## src/hw/rtl/lpr_pkg.sv

```systemverilog
// ----------------------------------------------------------------------------
// lpr_pkg: shared types and constants of the LAS point record decoder
// Register map, record layout, color offset table and queue item format.
// ----------------------------------------------------------------------------
package lpr_pkg;

  localparam int unsigned MIN_RECORD  = 12;
  localparam int unsigned COLOR_BYTES = 6;
  localparam int unsigned FIFO_DEPTH  = 4;
  localparam int unsigned FIFO_AW     = $clog2(FIFO_DEPTH);

  // Register indexes on the configuration port
  typedef enum logic [2:0] {
    REG_FORMAT   = 3'd0,
    REG_LENGTH   = 3'd1,
    REG_X_SCALE  = 3'd2,
    REG_Y_SCALE  = 3'd3,
    REG_Z_SCALE  = 3'd4,
    REG_X_OFFSET = 3'd5,
    REG_Y_OFFSET = 3'd6,
    REG_Z_OFFSET = 3'd7
  } reg_idx_t;

  // Color base offsets per record format
  localparam logic [5:0] COLOR_BASE_NONE = 6'd0;
  localparam logic [5:0] COLOR_BASE_F2   = 6'd20;
  localparam logic [5:0] COLOR_BASE_F3   = 6'd28;
  localparam logic [5:0] COLOR_BASE_F7   = 6'd30;

  localparam logic [15:0]        RESET_LENGTH = 16'd20;
  localparam logic signed [31:0] RESET_SCALE  = 32'sd16777216;  // 1.0 in Q.24

  typedef struct packed {
    logic [3:0]         record_format;
    logic [15:0]        record_length;
    logic signed [31:0] x_scale;
    logic signed [31:0] y_scale;
    logic signed [31:0] z_scale;
    logic signed [63:0] x_offset;
    logic signed [63:0] y_offset;
    logic signed [63:0] z_offset;
  } cfg_t;

  // One finished record, colors already gated
  typedef struct packed {
    logic signed [31:0] raw_x;
    logic signed [31:0] raw_y;
    logic signed [31:0] raw_z;
    logic [15:0]        red;
    logic [15:0]        green;
    logic [15:0]        blue;
  } rec_t;

  function automatic logic [5:0] color_base(input logic [3:0] fmt);
    logic [5:0] b;
    case (fmt) inside
      4'd2:               b = COLOR_BASE_F2;
      4'd3, 4'd5:         b = COLOR_BASE_F3;
      4'd7, 4'd8, 4'd10:  b = COLOR_BASE_F7;
      default:            b = COLOR_BASE_NONE;
    endcase
    return b;
  endfunction

endpackage

```

## src/hw/rtl/lpr_front.sv

```systemverilog
// ----------------------------------------------------------------------------
// lpr_front: record assembly
// Tracks the byte position, places bytes into the coordinate and color words
// and hands a finished record to the queue at the last byte.
// ----------------------------------------------------------------------------
module lpr_front
  import lpr_pkg::*;
(
  input  logic       clk,
  input  logic       rst_n,
  input  cfg_t       cfg,
  input  logic       accept,
  input  logic [7:0] data_byte,
  input  logic       start_of_data,
  output logic       push,
  output rec_t       push_rec
);

  logic [15:0]        pos_r, pos_nxt;
  logic signed [31:0] raw_x_r, raw_x_nxt;
  logic signed [31:0] raw_y_r, raw_y_nxt;
  logic signed [31:0] raw_z_r, raw_z_nxt;
  logic [15:0]        red_r, red_nxt;
  logic [15:0]        green_r, green_nxt;
  logic [15:0]        blue_r, blue_nxt;

  logic [15:0] pos;
  logic [15:0] len_eff;
  logic [5:0]  base;
  logic [15:0] rel;
  logic        in_color;
  logic        rec_end;
  logic        colors_ok;

  always_comb begin
    pos       = start_of_data ? 16'd0 : pos_r;
    len_eff   = (cfg.record_length < 16'(MIN_RECORD)) ? 16'(MIN_RECORD)
                                                       : cfg.record_length;
    base      = color_base(cfg.record_format);
    rel       = pos - 16'(base);
    in_color  = (base != COLOR_BASE_NONE) && (pos >= 16'(base)) &&
                (rel < 16'(COLOR_BYTES));
    rec_end   = ({1'b0, pos} + 17'd1) >= {1'b0, len_eff};
    colors_ok = (base != COLOR_BASE_NONE) &&
                ((17'(base) + 17'(COLOR_BYTES)) <= {1'b0, len_eff});

    raw_x_nxt = raw_x_r;
    raw_y_nxt = raw_y_r;
    raw_z_nxt = raw_z_r;
    red_nxt   = red_r;
    green_nxt = green_r;
    blue_nxt  = blue_r;

    if (pos < 16'd4) begin
      raw_x_nxt[{pos[1:0], 3'b000} +: 8] = data_byte;
    end else if (pos < 16'd8) begin
      raw_y_nxt[{pos[1:0], 3'b000} +: 8] = data_byte;
    end else if (pos < 16'(MIN_RECORD)) begin
      raw_z_nxt[{pos[1:0], 3'b000} +: 8] = data_byte;
    end else if (in_color) begin
      case (rel[2:1])
        2'd0:    red_nxt[{rel[0], 3'b000} +: 8]   = data_byte;
        2'd1:    green_nxt[{rel[0], 3'b000} +: 8] = data_byte;
        default: blue_nxt[{rel[0], 3'b000} +: 8]  = data_byte;
      endcase
    end

    pos_nxt = rec_end ? 16'd0 : pos + 16'd1;

    push           = accept && rec_end;
    push_rec.raw_x = raw_x_nxt;
    push_rec.raw_y = raw_y_nxt;
    push_rec.raw_z = raw_z_nxt;
    push_rec.red   = colors_ok ? red_nxt   : 16'd0;
    push_rec.green = colors_ok ? green_nxt : 16'd0;
    push_rec.blue  = colors_ok ? blue_nxt  : 16'd0;
  end

  always_ff @(posedge clk) begin
    if (!rst_n) begin
      pos_r   <= '0;
      raw_x_r <= '0;
      raw_y_r <= '0;
      raw_z_r <= '0;
      red_r   <= '0;
      green_r <= '0;
      blue_r  <= '0;
    end else if (accept) begin
      pos_r   <= pos_nxt;
      raw_x_r <= raw_x_nxt;
      raw_y_r <= raw_y_nxt;
      raw_z_r <= raw_z_nxt;
      red_r   <= red_nxt;
      green_r <= green_nxt;
      blue_r  <= blue_nxt;
    end
  end

endmodule

```

## config.mk

```make
export PLATFORM = sky130hd
export DESIGN_NAME = lpr_front
export DESIGN_NICKNAME = d
export VERILOG_FILES = /design/src/hw/rtl/lpr_pkg.sv /design/src/hw/rtl/lpr_front.sv
export SDC_FILE = /design/constraint.sdc
export NUM_CORES = 1
export LEC_CHECK = 0
export ABC_AREA = 1
export BUFFER_PORTS_ARGS = -buffer_cell sky130_fd_sc_hd__buf_2
export CAP_MARGIN = 5
export CORE_AREA = 2 2 183 185
export CTS_CLUSTER_DIAMETER = 40
export CTS_CLUSTER_SIZE = 14
export DETAILED_ROUTE_END_ITERATION = 10
export DIE_AREA = 0 0 185 187
export PLACE_DENSITY_LB_ADDON = 0.12
export SYNTH_ARGS = -nofsm -noshare
export SYNTH_HDL_FRONTEND = slang
export SYNTH_SLANG_ARGS = --single-unit
```

## constraint.sdc

```tcl
create_clock -name clk -period 3.8 [get_ports clk]
set_input_delay 0.38 -clock clk [delete_from_list [all_inputs] [get_ports clk]]
set_output_delay 0.38 -clock clk [all_outputs]
set_load 0.05 [all_outputs]
```

## Word level (Yosys, flattened, before mapping)

Index checks and enable logic that the tools add are counted.

| storage, ports and cells | value |
|---|---|
| output and inout port bits | 145 |
| logic and storage cells | 77 |
| register bits after elaboration | 160 |

| operators by class | value |
|---|---|
| reductions and logical operators | 9 |
| magnitude comparators | 8 |
| shifts and indexed selects | 4 |
| equality and inequality tests | 7 |
| muxes and demuxes | 36 |
| $add $sub $neg | 6 |

Operators with widths:

| kind | count |
|---|---|
| $mux W16 | 21 |
| $mux W32 | 6 |
| $bwmux W32 | 3 |
| $bwmux W16 | 3 |
| $lt A16 B4 Y1 const B | 3 |
| $lt A16 B3 Y1 const B | 2 |
| $shift A8 B7 Y32 const A | 1 |
| $shiftx A8 B7 Y32 | 1 |
| $add A16 B1 Y17 const B | 1 |
| $ge A17 B16 Y1 | 1 |
| $add A16 B1 Y16 const B | 1 |
| $ge A16 B6 Y1 | 1 |
| $le A7 B16 Y1 | 1 |
| $shift A8 B6 Y16 const A | 1 |
| $shiftx A8 B6 Y16 | 1 |
| $sub A16 B6 Y16 | 1 |
| $mux W6 | 2 |
| $eq A4 B2 Y1 const B | 2 |
| $eq A4 B3 Y1 const B | 2 |
| $eq A4 B4 Y1 const B | 2 |
| $add A6 B3 Y7 const B | 1 |
| $neg A5 Y7 | 1 |
| $neg A4 Y6 | 1 |
| $reduce_bool A6 Y1 | 1 |
| 6 further kinds | 10 |

## Longest topological paths before layout

| logic depth | value |
|---|---|
| depth after elaboration | 15 |
| depth in mapped cells | 25 |
| depth with buffers taken out | 24 |

## Worst setup path after synthesis

OpenSTA, ideal clock, no wires.

| timing | value |
|---|---|
| path kind | input-to-output |
| start | input port cfg[304] (netlist name) |
| end | output port push_rec[10] (netlist name) |
| required time | 3.420 ns |
| slack | -0.069 ns |
| cell stages on the path | 21 |
| arrival time | 3.489 ns |
| path through | or2_2 > nand2_1 > o21a_1 > inv_1 > nand2_1 > nor2_1 > fa_1 > nand2_1 > nand2_1 > nand2_1 > nand2_2 > nor2_1 > nand2_1 > nand2_1 > nand2_1 > inv_2 > nand3_2 > nor2_4 > buf_2 > nand3_1 > a21oi_1 |

RTL lines:

| item | line | RTL |
|---|---|---|
| from (decl) | lpr_front.sv:11 | `input cfg_t cfg,` |
| to (decl) | lpr_front.sv:16 | `output rec_t push_rec` |

==> key figures <==
Critical path
  • Critical Path Start: pos_r[1]$_SDFFE_PN0P_
  • Largest fanout of any net on the critical path: 7
  • Launching point of the worst reg2reg path: pos_r[2]$_SDFFE_PN0P_
  • Worst setup slack for register-to-register paths: 0.61 ns
  • Setup crit end: push_rec[24]
  • Capture instance of the worst register-to-register path: pos_r[4]$_SDFFE_PN0P_
  • Setup crit end kind: primary output
  • Arr. time, crit path: 3.41 ns
  • Launching element type of the critical path: flop
  • Worst R2R Path Depth: 23
  • Required time at the endpoint of the critical path: between 3 and 4 ns
  • Crit Path Category: flop to primary output

Logic synthesis
  • Yosys reg bits: 160
  • Adder-Cell Fraction of Synth Area: 0.0380
  • Fraction of synthesized cell area in xor and xnor cells: 0.00951
  • Average footprint of a synthesized cell: 6.37 um2
  • Post-synth net total: about 2100
  • Proportion of synthesized chip area in sequential cells: 0.290
  • Simple logic cell fraction of the synthesized area: 0.261
  • Post-Synthesis Cells: 1735
  • Synthesized-area fraction occupied by ao, oa, aoi and oai cells: 0.237
  • Distinct cell type count of the synthesized netlist: 41
  • Share of flip-flops with an asynchronous set or reset after synthesis: 0
  • Count of flip-flops with a built-in enable after synthesis: 0
  • Combinational family with the most area after synthesis: simple AND/OR/NAND/NOR gates
  • Post-synthesis mux area share: 0
  • Synth Cell Area: 11000 um2
  • Count of synthesis-stage warnings from yosys: 0
  • Top flip-flop cell by instance count after synthesis: dfxtp_1

Die
  • Starting Density: 0.336
  • Die extent in y: 187 um
  • Area inside the core boundary: around 33000 um2
  • Number of placed I/O pins: 465
  • Standard-cell row count: 67
  • Die X: 185 um
  • Area of the die: 34600 um2

Drt
  • Average wire per standard cell: 15.5 um
  • Wire length reported by the detailed router: 38500 um
  • Overall via count from detail_route: 11600
  • Detailed Route Iter0 Violations: 634
  • Routed Antenna Nets: 0
  • DRC Markers: 0
  • TritonRoute pass-1 iters: 7
  • Via-to-Cell Ratio: 4.69

GRT
  • GRT Residual Overflow: 0
  • Number of global-route vias before repair: 10500
  • GRT Overall Usage: 0.220
  • First-pass GRT wire length: 58900 um
  • Met3 routing resource usage after global routing: 0.0590
  • Met1 capacity usage during global routing: 0.310
  • Top Usage Layer GRT: met2
  • Met2 routing resource usage after global routing: 0.334
  • Pin count of the biggest net entering global routing: 100
  • Number of antenna violations at the first check in global routing: 5

Clock network
  • Maximum buffer depth of the clock tree: 2
  • CTS Root Cell: clkbuf_16
  • CTS tree: done
  • TritonCTS buffer count: 17
  • H-tree Lvls: 4
  • Clock Pin Slew Worst Setup and Hold Paths: 0.08 ns
  • Clock Sink Count: 160
  • Clock insertion delay at the later pin of the skew report: 0.44 ns

Timing
  • Max-slew violation count: 0
  • Post-Route Skew: 0.0174 ns
  • Count of endpoints failing setup in the final report: 0
  • Crit share post-route: 0.998
  • Final hold violation count: 0
  • RSZ-0062 raised after global routing: yes
  • Rel. slew slack: 0.367
  • Final hold slack: 0.361 ns
  • Post-route minimum period: 3.79 ns
  • Maximum clock rate: 264 MHz
  • Actual transition at the worst max-transition pin: 0.950 ns

Cells and area
  • Number of filler cells placed in the layout: 3448
  • Syn-to-layout area delta: 38.1%
  • Post-Layout Cell Count: 2477
  • Area of all placed cells without fillers: around 15000 um2
  • Net total in the final layout: 2367
  • Combined area of the multi-input logic cells: roughly 6700 um2
  • Commonest cells after routing, fill and taps aside: 345 x inv_1, 259 x nand2_1, 160 x o21ai_0
  • Most common cell after layout, fill and taps aside: inv_1
  • Register Area: about 3200 um2
  • Share of final-layout standard cells stronger than drive strength 1: 0.309

Pwr
  • Share of power burned in combinational logic: 0.286
  • Switching share of power: 0.378
  • VDD IR-drop max: 0.000276 V
  • Sequential fraction of design power: 0.355
  • Reported leakage power: roughly 0.0079 uW
  • Cell-internal power: 3180 uW
  • Part of the power in the clock network: 0.359
  • Total power divided by cell area: 335 nW/um2
  • Switching Power: 1930 uW

Place
  • # port buffers: 176
  • GP Congestion: 0.868
  • Post-place instance area: 13600 um2
  • # placed instances: 2422
  • Detailed-placement wirelength estimate: 27600 um

Worst hold path
  • Tightest Hold Check Type: input pin to flop
  • Startpoint of the worst hold path: data_byte[1]

Run
  • Count of maximum capacitance violations: 0

Run status
  • Status: finished, final reports clean
## routing by layer
metal	vias up	part of all wire
met5	-	0.0011
met1	5229	0.49
met4	6	0.013
met3	31	0.070
met2	282	0.43
li1	6063	-
## worst max-delay path: stages (launching register included)
cell,delay (ns)
dfxtp_2,0.32
inv_2,0.04
nor2_4,0.12
buf_6,0.14
inv_8,0.03
ha_4,0.14
inv_2,0.05
fa_2,0.43
nand2_1,0.08
nand3_1,0.07
nor2_1,0.12
nand2_1,0.07
nor2_1,0.09
nand3_1,0.07
nor2_1,0.13
nand3_2,0.09
nor2_4,0.17
buf_12,0.18
buf_12,0.13
nand2_1,0.08
a21oi_2,0.22
buf_6,0.19
## how the worst min path moves through the flow
stage	slack, ns	end	cells after the start
final	0.36	blue_r[1]$_SDFFE_PN0P_	5
after detailed placement	0.51	raw_z_r[23]$_SDFFE_PN0P_	2
after global routing	0.39	blue_r[8]$_SDFFE_PN0P_	5
after CTS	0.37	blue_r[8]$_SDFFE_PN0P_	5
after floorplan	0.48	pos_r[8]$_SDFFE_PN0P_	2
after global placement	0.50	raw_z_r[5]$_SDFFE_PN0P_	2
## flip-flops by register name (all words and copies together), names as in the netlist
register,count
blue_r,16
raw_z_r,32
green_r,16
raw_y_r,32
red_r,16
raw_x_r,32
pos_r,16
## final cells by class
cell class / instances / share of cell area
repair buffers: 348 / 0.182
inverters: 362 / 0.0905
clock buffers: 17 / 0.0279
multi-input cells: 1125 / 0.440
clock inverters: 15 / 0.0121
flip-flops and latches: 160 / 0.210
diodes: 2 / 0.000328
well taps: 448 / 0.0367
## power groups by stage
stage	Combinational, uW	Clock (uW)	Sequential (uW)
floorplan	957	0	1840
finish	1460	1840	1810
detailed placement	1370	0	1850
CTS	1430	1890	1810
global placement	1360	0	1840
global route	1580	1960	1820
## stage by stage
step	setup TNS, ns	utilization	setup WS, ns	power, uW
CTS	-0.0915	0.449	-0.0255	5130
finish	0	0.464	0.00664	5110
global placement	-9.36	0.413	-0.259	3200
global route	-5.63	0.464	-0.168	5360
detailed placement	-10.10	0.413	-0.280	3220
floorplan	-0.108	-	-0.0226	2800
## kinds of logic (layout without fill, tap and decap cells)
logic type / after synthesis / in the layout
compound gates: 470 / 470
simple gates: 610 / 610
fa+ha+maj: 33 / 33
xor+xnor: 12 / 12
flops: 160 / 160
buf+inv: 450 / 742
other cells: 0 / 2
## timing repair
| item | in CTS | in global routing |
|---|---|---|
| cloned | 1 | 1 |
| resized for setup | 126 | 98 |
| pin swaps | 34 | 41 |
| setup endpoints to repair | 49 | 56 |
| buffers inserted | 14 | 5 |
| hold buffers | 0 | 0 |
## synth_stat cells (2+ instances only)
library cell	count	area, um2
ha_1	32	400
nand2_4	22	248
o21ai_2	37	324
nor3_2	3	30.0
buf_6	7	78.8
o21ai_1	42	210
nor3_1	12	60.1
o21ai_0	160	801
nand4_1	3	18.8
nor2_4	2	22.5
clkbuf_1	63	236
nand2_1	299	1120
inv_2	9	33.8
inv_1	351	1320
nand2_2	9	56.3
buf_12	3	60.1
nor3_4	5	81.3
buf_2	13	65.1
nand3_1	75	375
o22ai_1	32	200
xor2_1	12	105
nor4_1	2	12.5
dfxtp_1	160	3200
a21oi_2	20	175
a211oi_1	2	15.0
inv_4	2	12.5
a21oi_1	173	866
buf_1	2	7.51
nor2_2	3	18.8
nand3_2	22	220
nor2_1	147	552
nand3b_1	2	15.0
No activity file was read; power rests on OpenSTA's default activity.
