===== src/hw/rtl/lpr_pkg.sv =====
// ----------------------------------------------------------------------------
// lpr_pkg: shared types and constants of the LAS point record decoder
// Register map, record layout, color offset table and queue item format.
// ----------------------------------------------------------------------------
package lpr_pkg;

  localparam int unsigned MIN_RECORD  = 12;
  localparam int unsigned COLOR_BYTES = 6;
  localparam int unsigned FIFO_DEPTH  = 4;
  localparam int unsigned FIFO_AW     = $clog2(FIFO_DEPTH);

  // Register indexes on the configuration port
  typedef enum logic [2:0] {
    REG_FORMAT   = 3'd0,
    REG_LENGTH   = 3'd1,
    REG_X_SCALE  = 3'd2,
    REG_Y_SCALE  = 3'd3,
    REG_Z_SCALE  = 3'd4,
    REG_X_OFFSET = 3'd5,
    REG_Y_OFFSET = 3'd6,
    REG_Z_OFFSET = 3'd7
  } reg_idx_t;

  // Color base offsets per record format
  localparam logic [5:0] COLOR_BASE_NONE = 6'd0;
  localparam logic [5:0] COLOR_BASE_F2   = 6'd20;
  localparam logic [5:0] COLOR_BASE_F3   = 6'd28;
  localparam logic [5:0] COLOR_BASE_F7   = 6'd30;

  localparam logic [15:0]        RESET_LENGTH = 16'd20;
  localparam logic signed [31:0] RESET_SCALE  = 32'sd16777216;  // 1.0 in Q.24

  typedef struct packed {
    logic [3:0]         record_format;
    logic [15:0]        record_length;
    logic signed [31:0] x_scale;
    logic signed [31:0] y_scale;
    logic signed [31:0] z_scale;
    logic signed [63:0] x_offset;
    logic signed [63:0] y_offset;
    logic signed [63:0] z_offset;
  } cfg_t;

  // One finished record, colors already gated
  typedef struct packed {
    logic signed [31:0] raw_x;
    logic signed [31:0] raw_y;
    logic signed [31:0] raw_z;
    logic [15:0]        red;
    logic [15:0]        green;
    logic [15:0]        blue;
  } rec_t;

  function automatic logic [5:0] color_base(input logic [3:0] fmt);
    logic [5:0] b;
    case (fmt) inside
      4'd2:               b = COLOR_BASE_F2;
      4'd3, 4'd5:         b = COLOR_BASE_F3;
      4'd7, 4'd8, 4'd10:  b = COLOR_BASE_F7;
      default:            b = COLOR_BASE_NONE;
    endcase
    return b;
  endfunction

endpackage


===== src/hw/rtl/lpr_fifo.sv =====
// ----------------------------------------------------------------------------
// lpr_fifo: record queue
// Short queue of finished records between assembly and scaling.
// ----------------------------------------------------------------------------
module lpr_fifo
  import lpr_pkg::*;
(
  input  logic clk,
  input  logic rst_n,
  input  logic push,
  input  rec_t push_rec,
  output logic full,
  output logic not_empty,
  input  logic pop,
  output rec_t pop_rec
);

  rec_t                 mem_r [FIFO_DEPTH];
  logic [FIFO_AW-1:0]   wr_ptr_r, wr_ptr_nxt;
  logic [FIFO_AW-1:0]   rd_ptr_r, rd_ptr_nxt;
  logic [FIFO_AW:0]     count_r, count_nxt;

  assign full      = count_r == (FIFO_AW+1)'(FIFO_DEPTH);
  assign not_empty = count_r != '0;
  assign pop_rec   = mem_r[rd_ptr_r];

  always_comb begin
    wr_ptr_nxt = push ? wr_ptr_r + 1'b1 : wr_ptr_r;
    rd_ptr_nxt = pop  ? rd_ptr_r + 1'b1 : rd_ptr_r;
    count_nxt  = count_r;
    if (push && !pop) begin
      count_nxt = count_r + 1'b1;
    end else if (pop && !push) begin
      count_nxt = count_r - 1'b1;
    end
  end

  always_ff @(posedge clk) begin
    if (push) begin
      mem_r[wr_ptr_r] <= push_rec;
    end
  end

  always_ff @(posedge clk) begin
    if (!rst_n) begin
      wr_ptr_r <= '0;
      rd_ptr_r <= '0;
      count_r  <= '0;
    end else begin
      wr_ptr_r <= wr_ptr_nxt;
      rd_ptr_r <= rd_ptr_nxt;
      count_r  <= count_nxt;
    end
  end

  a_no_overflow: assert property (@(posedge clk) disable iff (!rst_n)
    !(push && full))
    else $error("record queue overflow");

  a_no_underflow: assert property (@(posedge clk) disable iff (!rst_n)
    pop |-> not_empty)
    else $error("record queue underflow");

  a_count_bound: assert property (@(posedge clk) disable iff (!rst_n)
    count_r <= (FIFO_AW+1)'(FIFO_DEPTH))
    else $error("record queue count out of range");

  a_count_up: assert property (@(posedge clk) disable iff (!rst_n)
    (push && !pop) |=> count_r == $past(count_r) + 1'b1)
    else $error("record queue count missed a push");

endmodule


===== config.mk =====
export PLATFORM = sky130hd
export DESIGN_NAME = lpr_fifo
export DESIGN_NICKNAME = d
export VERILOG_FILES = /design/src/hw/rtl/lpr_pkg.sv /design/src/hw/rtl/lpr_fifo.sv
export SDC_FILE = /design/constraint.sdc
export NUM_CORES = 1
export LEC_CHECK = 0
export BUFFER_PORTS_ARGS = -buffer_cell sky130_fd_sc_hd__buf_4
export CORE_MARGIN = 5
export CORE_UTILIZATION = 51
export CTS_BUF_LIST = sky130_fd_sc_hd__clkbuf_16
export DETAILED_ROUTE_END_ITERATION = 16
export PLACE_DENSITY = 0.75
export SYNTH_ARGS = -nofsm -noshare
export SYNTH_HDL_FRONTEND = slang
export SYNTH_SLANG_ARGS = --single-unit
export TNS_END_PERCENT = 50

===== constraint.sdc =====
create_clock -name clk -period 4.62 [get_ports clk]
set_clock_uncertainty 0.05 [all_clocks]
set_input_delay 0 -clock clk [delete_from_list [all_inputs] [get_ports clk]]
set_output_delay 0 -clock clk [all_outputs]
set_load 0.03 [all_outputs]

# Word-level counts from Yosys, hierarchy flattened
# Memories as Yosys holds them, arrays and structs flattened. A register that Yosys moved wholly into a read port is not among the register bits.
# Index checks and enable logic that the tools add are counted.
# totals
reg_bits,7
ramBits,576
input_bits,148
output_inout_bits,146
word_cells,21
mem_count,1
# mem_list
name,depth,width,rd,rd_ports_with_merged_regs,wr,line,text
mem_r,4,144,1,1,1,lpr_fifo.sv:18,rec_t mem_r [FIFO_DEPTH];
# classes
addsub,4
eq_ne,1
mux,6
reduce_logical,6
# ops
op,n
$mux W3,2
$add A2 B1 Y2 const B,2
$mux W2,2
$add A3 B1 Y3 const B,1
$eq A3 B3 Y1 const B,1
$reduce_bool A3 Y1,1
$sub A3 B1 Y3 const B,1
$logic_and A1 B1 Y1,2
$logic_not A1 Y1,2
$mux W1,2
$reduce_bool A2 Y1,1

# Depth between registers and ports, before layout
# Gate-level depths: netlist of run 1.
# logic_depth
word_depth,4
depth_mapped,7
ltp_nobuf,7

# Worst setup path after synthesis of run 1
# OpenSTA, ideal clock, no wires.
# synth_timing
kind,register -> register
from,reg wr_ptr_r[0]
to,"mem mem_r[0][0] (netlist name), enable pin"
setup_time_ns,0.520
arrival_time_ns,3.837
t_required_ns,4.050
path_slack_ns,0.213
stages_incl_launch_ff,4
path_buffers,0
synth_period_minus_slack_ns,4.407
cell_sequence,dfxtp_1 > inv_1 > ha_1 > and2_1
# synth_rtl
item,line,text
"start, declared",lpr_fifo.sv:19,"logic [FIFO_AW-1:0] wr_ptr_r, wr_ptr_nxt;"
"start signal, assigned",lpr_fifo.sv:50,wr_ptr_r <= wr_ptr_nxt;
"end, declared",lpr_fifo.sv:18,
# No word-level cell before the write port.

==> summary.txt, run 1 <==
Synth
  • Synth Net Count: 949
  • Cell count after synthesis: 795
  • Synth area leader: edfxtp_1
  • Yosys top cell area share: between 80 and 90%
  • Syn_area_per_cell: about 27 um^2
  • Post-Syn Area: ~21,000 um^2
  • Top cells by area, synth: edfxtp_1 82%, mux4_2 15%, dfxtp_1 0.85%, buf_6 0.43%, buf_2 0.38%
  • #FFs+latches synth: a little under 600
  • Synth cell types: 21
  • YS warnings: 0
  • Seq/Total Area, Yosys: 82.5%

Clocking
  • H-tree depth: 2
  • CTS Buffer Depth: 3
  • Setup Buffers After CTS: 0
  • CTS tree: built
  • CTS buffer count: 56
  • CTS sink cnt: roughly 600
  • CTS resizes: 0
  • Clock-pin slew on the worst setup and hold paths: 0.06 ns
  • Clock Latency Late Sink: between 0.5 and 0.6 ns
  • Hold Buf Count CTS: 148
  • Root Buffer: clkbuf_16

Layout
  • Layout area overhead: 29.0%
  • Final Util: approximately two thirds
  • Fraction of layout cells with a size suffix above 1: 40.6%
  • Fill cells: roughly 2,500
  • Post-layout net count: ~1,400
  • Design Area, Final: 27,300 um^2
  • Final non-filler cell total: ~1,900

Detailed routing
  • Drt total wl: 43,600 um
  • Drt via density: approximately 5.4
  • WL/cell: between 20 and 25 um
  • DRC errors left: 0
  • DRT Pass-1 Iters: 5
  • Initial drt markers: 855
  • Via count: 10,100
  • ANT nets after route: 0

Setup path
  • Delay-heaviest family, CP: flip-flops
  • Worst EP required: 4.57 ns
  • FF-to-FF End: mem_r[0][78]$_DFFE_PP_
  • Startpoint types: flip-flop
  • CP max stage delay: approximately 0.94 ns
  • Worst-path cell chain: buf_12 -> mux4_2 -> buf_4
  • Slowest cell on the critical path: dfxtp_4
  • Crit path max fanout: 44
  • Worst setup path endpoint: pop_rec[98]
  • R2R cell count: 4
  • CP Buf/Inv Count: 2
  • Critical R2R Launch: wr_ptr_r[0]$_SDFFE_PN0P_
  • CP Class: reg -> out
  • Critical Path AT: between 2 and 3 ns
  • Crit path depth: 3
  • Crit end category: output port
  • R2r setup slk: 2.31 ns

Place
  • PortBufs: 293
  • DP Wirelength: around 25,000 um
  • Dpl cells: roughly 1,600
  • Pre-CTS WS: between 2 and 2.5 ns
  • Cell Area, Placed: 24,100 um^2
  • Final Wtd Congestion: 0.731

Power and ir drop
  • Int Pwr: 9.33 mW
  • Combinational Power Share: 13.6%
  • Max IR drop VDD: 0.000406 V
  • Clk pwr share: 35.6%
  • Sw Share: 23.6%
  • Pwr Density: 447 nW/um^2
  • Sequential Power Share: 50.8%
  • Total power: 12.2 mW
  • P_leak: just over 9 nW
  • Net switching power: 2.88 mW

Floorplan
  • Die Footprint: 45,700 um^2
  • Die width: between 200 and 250 um
  • # rows: 74
  • Die height: between 200 and 250 um
  • Core area: just over 40,000 um^2
  • Initial core utilization: 51.8%
  • I/O pins: 294

STA
  • Final WS setup: 1.81 ns
  • Worst slew margin: 31.7%
  • Worst-margin pin slew: just over 1 ns
  • Setup TNS: 0 ns
  • Setup-failing EPs final: 0
  • Final hold violations: 0
  • Achievable Freq: roughly 0.36 GHz
  • Fin crit share: 60.9%
  • Fin. max-slew vios: 0
  • Unrepaired setup endpoints after global routing: false
  • Tmin final: 2.81 ns
  • Worst hold slack: approximately 0.11 ns

GRT
  • Vias in the first global route: 11,100
  • Initial antenna violation count: 5
  • All-layer global routing usage: between 10% and 20%
  • Remaining global-route overflow: 0
  • Largest net degree at the start of global routing: 72
  • First-pass GRT wire length: between 60,000 and 70,000 um

Status
  • Status: completed

Flow run
  • Max_cap viols: 0

Hold path
  • Worst min-delay path category: in -> reg
[area by class of cell]
cell class	instances	area, um^2	share of cell area (%)
multi-input cells	174	3500	12.8
diodes	5	12.5	0.0458
clock buffers	57	1430	5.22
repair buffers	459	3900	14.3
flip-flops and latches	585	17500	63.9
inverters	4	15.0	0.0549
clock inverters	45	332	1.21
well taps	532	666	2.43
[state kept, by name, summed over array words and instances, names as in the netlist, named ones only]
signal    cells
count_r       3
mem_r       576
rd_ptr_r      2
wr_ptr_r      2
[cell usage after synthesis]
cell	count
buf_1	2
buf_2	16
dfxtp_1	9
inv_1	4
buf_6	8
xnor2_1	2
nor3b_1	1
xor2_1	3
mux2i_1	2
nand2_1	1
nor2b_1	2
or3_1	2
ha_1	5
o21ai_0	1
mux4_2	144
and2_1	9
a21boi_0	1
clkbuf_1	5
fa_1	1
edfxtp_1	576
buf_4	1
[power groups by stage]
stage	logic (mW)	registers (mW)	clock network, mW
after floorplan	0.974	6.28	0
after global placement	1.55	6.30	0
after detailed placement	1.57	6.31	0
after CTS	1.68	6.20	4.46
after global routing	1.75	6.22	4.70
final	1.66	6.20	4.35
[worst register-to-register path: stages (launching register included)]
cell and delay (ns):
dfxtp_1 0.34, inv_1 0.10, ha_1 0.15, and2_4 0.73, buf_4 0.57
[kinds of logic after synthesis]
logic type | share of synthesized area, %
adders and majority gates | 0.390
muxes | 15.4
AOI/OAI and AO/OA | 0.0590
DFF | 82.5
xor gates and xnor gates | 0.207
buffers and inverters | 1.03
and+or+nand+nor | 0.437
[cells in the final DEF, fill, tap and decap left out, drive strengths merged, types with 2 or more instances in the layout]
master / n
mux4: 144
dlygate4sd3: 148
xnor2: 2
ha: 5
inv: 13
mux2i: 2
dfxtp: 9
xor2: 3
clkbuf: 57
clkinvlp: 5
and2: 9
buf: 311
clkinv: 26
or3: 2
diode: 5
nor2b: 2
edfxtp: 576
bufinv: 5
[how the worst min path moves through the flow]
stage	cells after the start	from	to
6_report	2	push_rec[88]	mem_r[0][88]$_DFFE_PP_
2_1_floorplan	0	push_rec[0]	mem_r[0][0]$_DFFE_PP_
4_1_cts	2	push_rec[33]	mem_r[1][33]$_DFFE_PP_
3_3_place_gp	1	push_rec[125]	mem_r[3][125]$_DFFE_PP_
5_1_grt	2	push_rec[6]	mem_r[2][6]$_DFFE_PP_
3_5_place_dp	1	push_rec[16]	mem_r[1][16]$_DFFE_PP_
[metal layers]
metal | global-route usage [%] | vias up | part of all wire [%]
met5 | 0 | - | 0.039
met4 | 5.35 | 2 | 2.0
met3 | 5.59 | 59 | 8.9
met2 | 30.9 | 388 | 50
met1 | 26.4 | 5280 | 39
li1 | - | 4412 | -
Power figures use the tool's default switching activity.
==> run 2: changes to the inputs <==
- clock period: 4.62 -> 2.38 ns (I/O delays scaled with it)
==> run 2 against run 1 <==
  * Core utilization grew 0.47 points
  * Worst hold slack lost 0.0081 ns
  * Via count grew 0.15%
  * Register-to-register slack lost 1.7 ns
  * Combinational power grew 100%
  * Setup slack lost 1.7 ns
==> summary.txt, run 2 (synthesis gave the netlist of run 1 again) <==
Status
  • Status: completed

Detailed routing
  • Drt via density: 5.44 (-0.17%)
  • WL/cell: 23.5 um (+0.57%)
  • ANT nets after route: 0 (unchanged)
  • Initial drt markers: 795 (-7.0%)
  • DRT Pass-1 Iters: 5 (unchanged)
  • DRC errors left: 0 (unchanged)
  • Via count: 10,200 (+0.15%)
  • Drt total wl: 44,000 um (+0.89%)

Layout
  • Largest Register: mem_r
  • Final Util: 67.3% (+0.47 points)
  • Multi-input gate area: 3500 um^2 (unchanged)
  • Final non-filler cell total: 1,867 (+0.32%)
  • Layout area overhead: 30.0%
  • Fraction of layout cells with a size suffix above 1: 40.8% (+0.15 points)
  • FF/Latch Area: 17,500 um^2 (unchanged)
  • Most frequent cells in the layout: 576 x edfxtp_1, 287 x buf_4, 148 x dlygate4sd3_1
  • Post-layout net count: 1,445 (+0.77%)
  • Max reg flops: 576 (unchanged)
  • Fill cells: 2,554 (+1.6%)
  • Largest registers: mem_r x576, count_r x3
  • Commonest non-fill, non-tap cell in the layout: edfxtp_1

Floorplan
  • Initial core utilization: 51.8% (unchanged)
  • Die height: 214 um (unchanged)
  • # rows: 74 (unchanged)
  • I/O pins: 294 (unchanged)
  • Die Footprint: 45,700 um^2 (unchanged)
  • Core area: 40,900 um^2 (unchanged)
  • Die width: 214 um (unchanged)

GRT
  • First-pass GRT wire length: 66,400 um (+0.29%)
  • Initial antenna violation count: 2 (-3)
  • Vias in the first global route: 11,000 (-0.64%)
  • Remaining global-route overflow: 0 (unchanged)
  • Largest net degree at the start of global routing: 81 (+13%)
  • All-layer global routing usage: 19.3% (+0.053 points)

STA
  • Tmin final: 2.24 ns
  • Setup-failing EPs final: 0 (unchanged)
  • Achievable Freq: 0.447 GHz
  • Worst slew margin: 60.0% (+28 points)
  • Unrepaired setup endpoints after global routing: false
  • Fin. max-slew vios: 0 (unchanged)
  • Worst-margin pin slew: 0.600 ns (-0.424 ns)
  • Fin crit share: between 90% and 100%
  • Final hold violations: 0 (unchanged)

Setup path
  • CP Class: reg -> out
  • Slowest cell on the critical path: mux4_2
  • CP max stage delay: 0.59 ns (-0.35 ns)
  • Crit path max fanout: 38 (-14%)
  • Worst EP required: 2.33 ns (-2.24 ns)
  • Crit end category: output port
  • Critical R2R Launch: wr_ptr_r[0]$_SDFFE_PN0P_
  • R2R cell count: 3 (-1)
  • Worst-path cell chain: buf_16 -> mux4_2 -> buf_4
  • FF-to-FF End: mem_r[3][140]$_DFFE_PP_
  • Startpoint types: flip-flop
  • Critical Path AT: 2.19 ns (-0.57 ns)
  • R2r setup slk: 0.60 ns (-1.71 ns)

Clocking
  • CTS Buffer Depth: 3 (unchanged)
  • CTS tree: built
  • Clock-pin slew on the worst setup and hold paths: 0.06 ns (about the same)
  • Root Buffer: clkbuf_16
  • CTS buffer count: 57 (+1.8%)
  • Clock Latency Late Sink: 0.59 ns (about the same)
  • H-tree depth: 2 (unchanged)
  • CTS sink cnt: 585 (unchanged)

Place
  • PortBufs: 293 (unchanged)
  • Final Wtd Congestion: 0.713 (-2.5%)
  • Dpl cells: 1,614 (+0.50%)
  • DP Wirelength: 25,300 um (+0.42%)

Power and ir drop
  • Combinational Power Share: 14.4% (+0.8 points)
  • Net switching power: 5.62 mW (+95%)
  • Pwr Density: 850 nW/um^2 (+90%)
  • Clk pwr share: 34.4% (-1.2 points)
  • Sequential Power Share: 51.1% (+0.3 points)
  • P_leak: 9.45 nW (+1.4%)
  • Max IR drop VDD: 0.000690 V (+70%)
  • Sw Share: 24.0% (+0.46 points)
  • Int Pwr: 17.8 mW (+90%)

Flow run
  • Max_cap viols: 0 (unchanged)

Hold path
  • Min-Delay Endpoint: mem_r[2][101]$_DFFE_PP_
  • Hold Path Stages: 2 (unchanged)
  • Hold Crit Start: push_rec[101]
  • Worst min-delay path category: in -> reg
run 2: changes by cell type in the layout (fill, tap and decap cells not counted), moves of 3 or more:
cell / before / now
bufinv_16: 5 / 0
inv_1: 13 / 24
buf_4: 304 / 287
buf_12: 7 / 14
diode_2: 5 / 1
buf_16: 0 / 3
clkinv_1: 16 / 9
clkinvlp_4: 5 / 2
buf_6: 0 / 17
run 2: metrics by stage:
stage	worst slack, ns	instance area, um^2	hold slack [ns]	total power [mW]	setup TNS, ns
after floorplan	-0.402	21200	0.0489	14.0	-115.82
final	0.144	27500	0.0999	23.4	0
after global placement	0.577	24300	0.150	15.3	0
after detailed placement	0.572	24300	0.152	15.3	0
after global routing	0.0356	27500	0.0711	24.3	0
after CTS	-0.0499	27500	0.0501	23.6	-0.989
run 2: layout make-up:
cell class | count | share of cell area (%)
multi-input cells | 174 | 12.7
well taps | 532 | 2.42
clock inverters | 43 | 0.722
clock buffers | 59 | 5.36
inverters | 4 | 0.0545
diodes | 1 | 0.00909
flip-flops and latches | 585 | 63.5
repair buffers | 469 | 15.2
run 2: metal layers:
metal / routed length [um] / GRT usage, %
met2: 22000 / 31.6
met5: 13 / 0
met4: 924 / 5.39
met1: 17300 / 26.3
met3: 3730 / 4.95
run 2: critical path: cells and delay by family (launching register included):
family	cells	cell delay [ns]
buf+inv	2	0.48
mux	1	0.59
flops	1	0.46
run 2: worst max-delay path by stage:
stage	end	slack, ns	cells past startpoint
2_1_floorplan	mem_r[1][0]$_DFFE_PP_	-0.40	2
3_3_place_gp	mem_r[3][88]$_DFFE_PP_	0.58	3
3_5_place_dp	mem_r[3][88]$_DFFE_PP_	0.57	3
4_1_cts	pop_rec[47]	-0.05	3
5_1_grt	pop_rec[126]	0.04	3
6_report	pop_rec[126]	0.14	3
run 2: power groups by stage:
stage / clock [mW] / sequential, mW / combinational (mW)
after CTS: 8.26 / 12.0 / 3.40
after global routing: 8.74 / 12.0 / 3.57
after detailed placement: 0 / 12.2 / 3.14
after floorplan: 0 / 12.1 / 1.89
final: 8.06 / 12.0 / 3.38
after global placement: 0 / 12.2 / 3.12
run 2: what timing repair did:
action | CTS | global route
gates resized for setup | 17 | 3
hold buffers | 148 | 0
endpoints found under the setup margin | 61 | 131
setup buffers | 0 | 2
hold endpoints to repair | 585 | 0
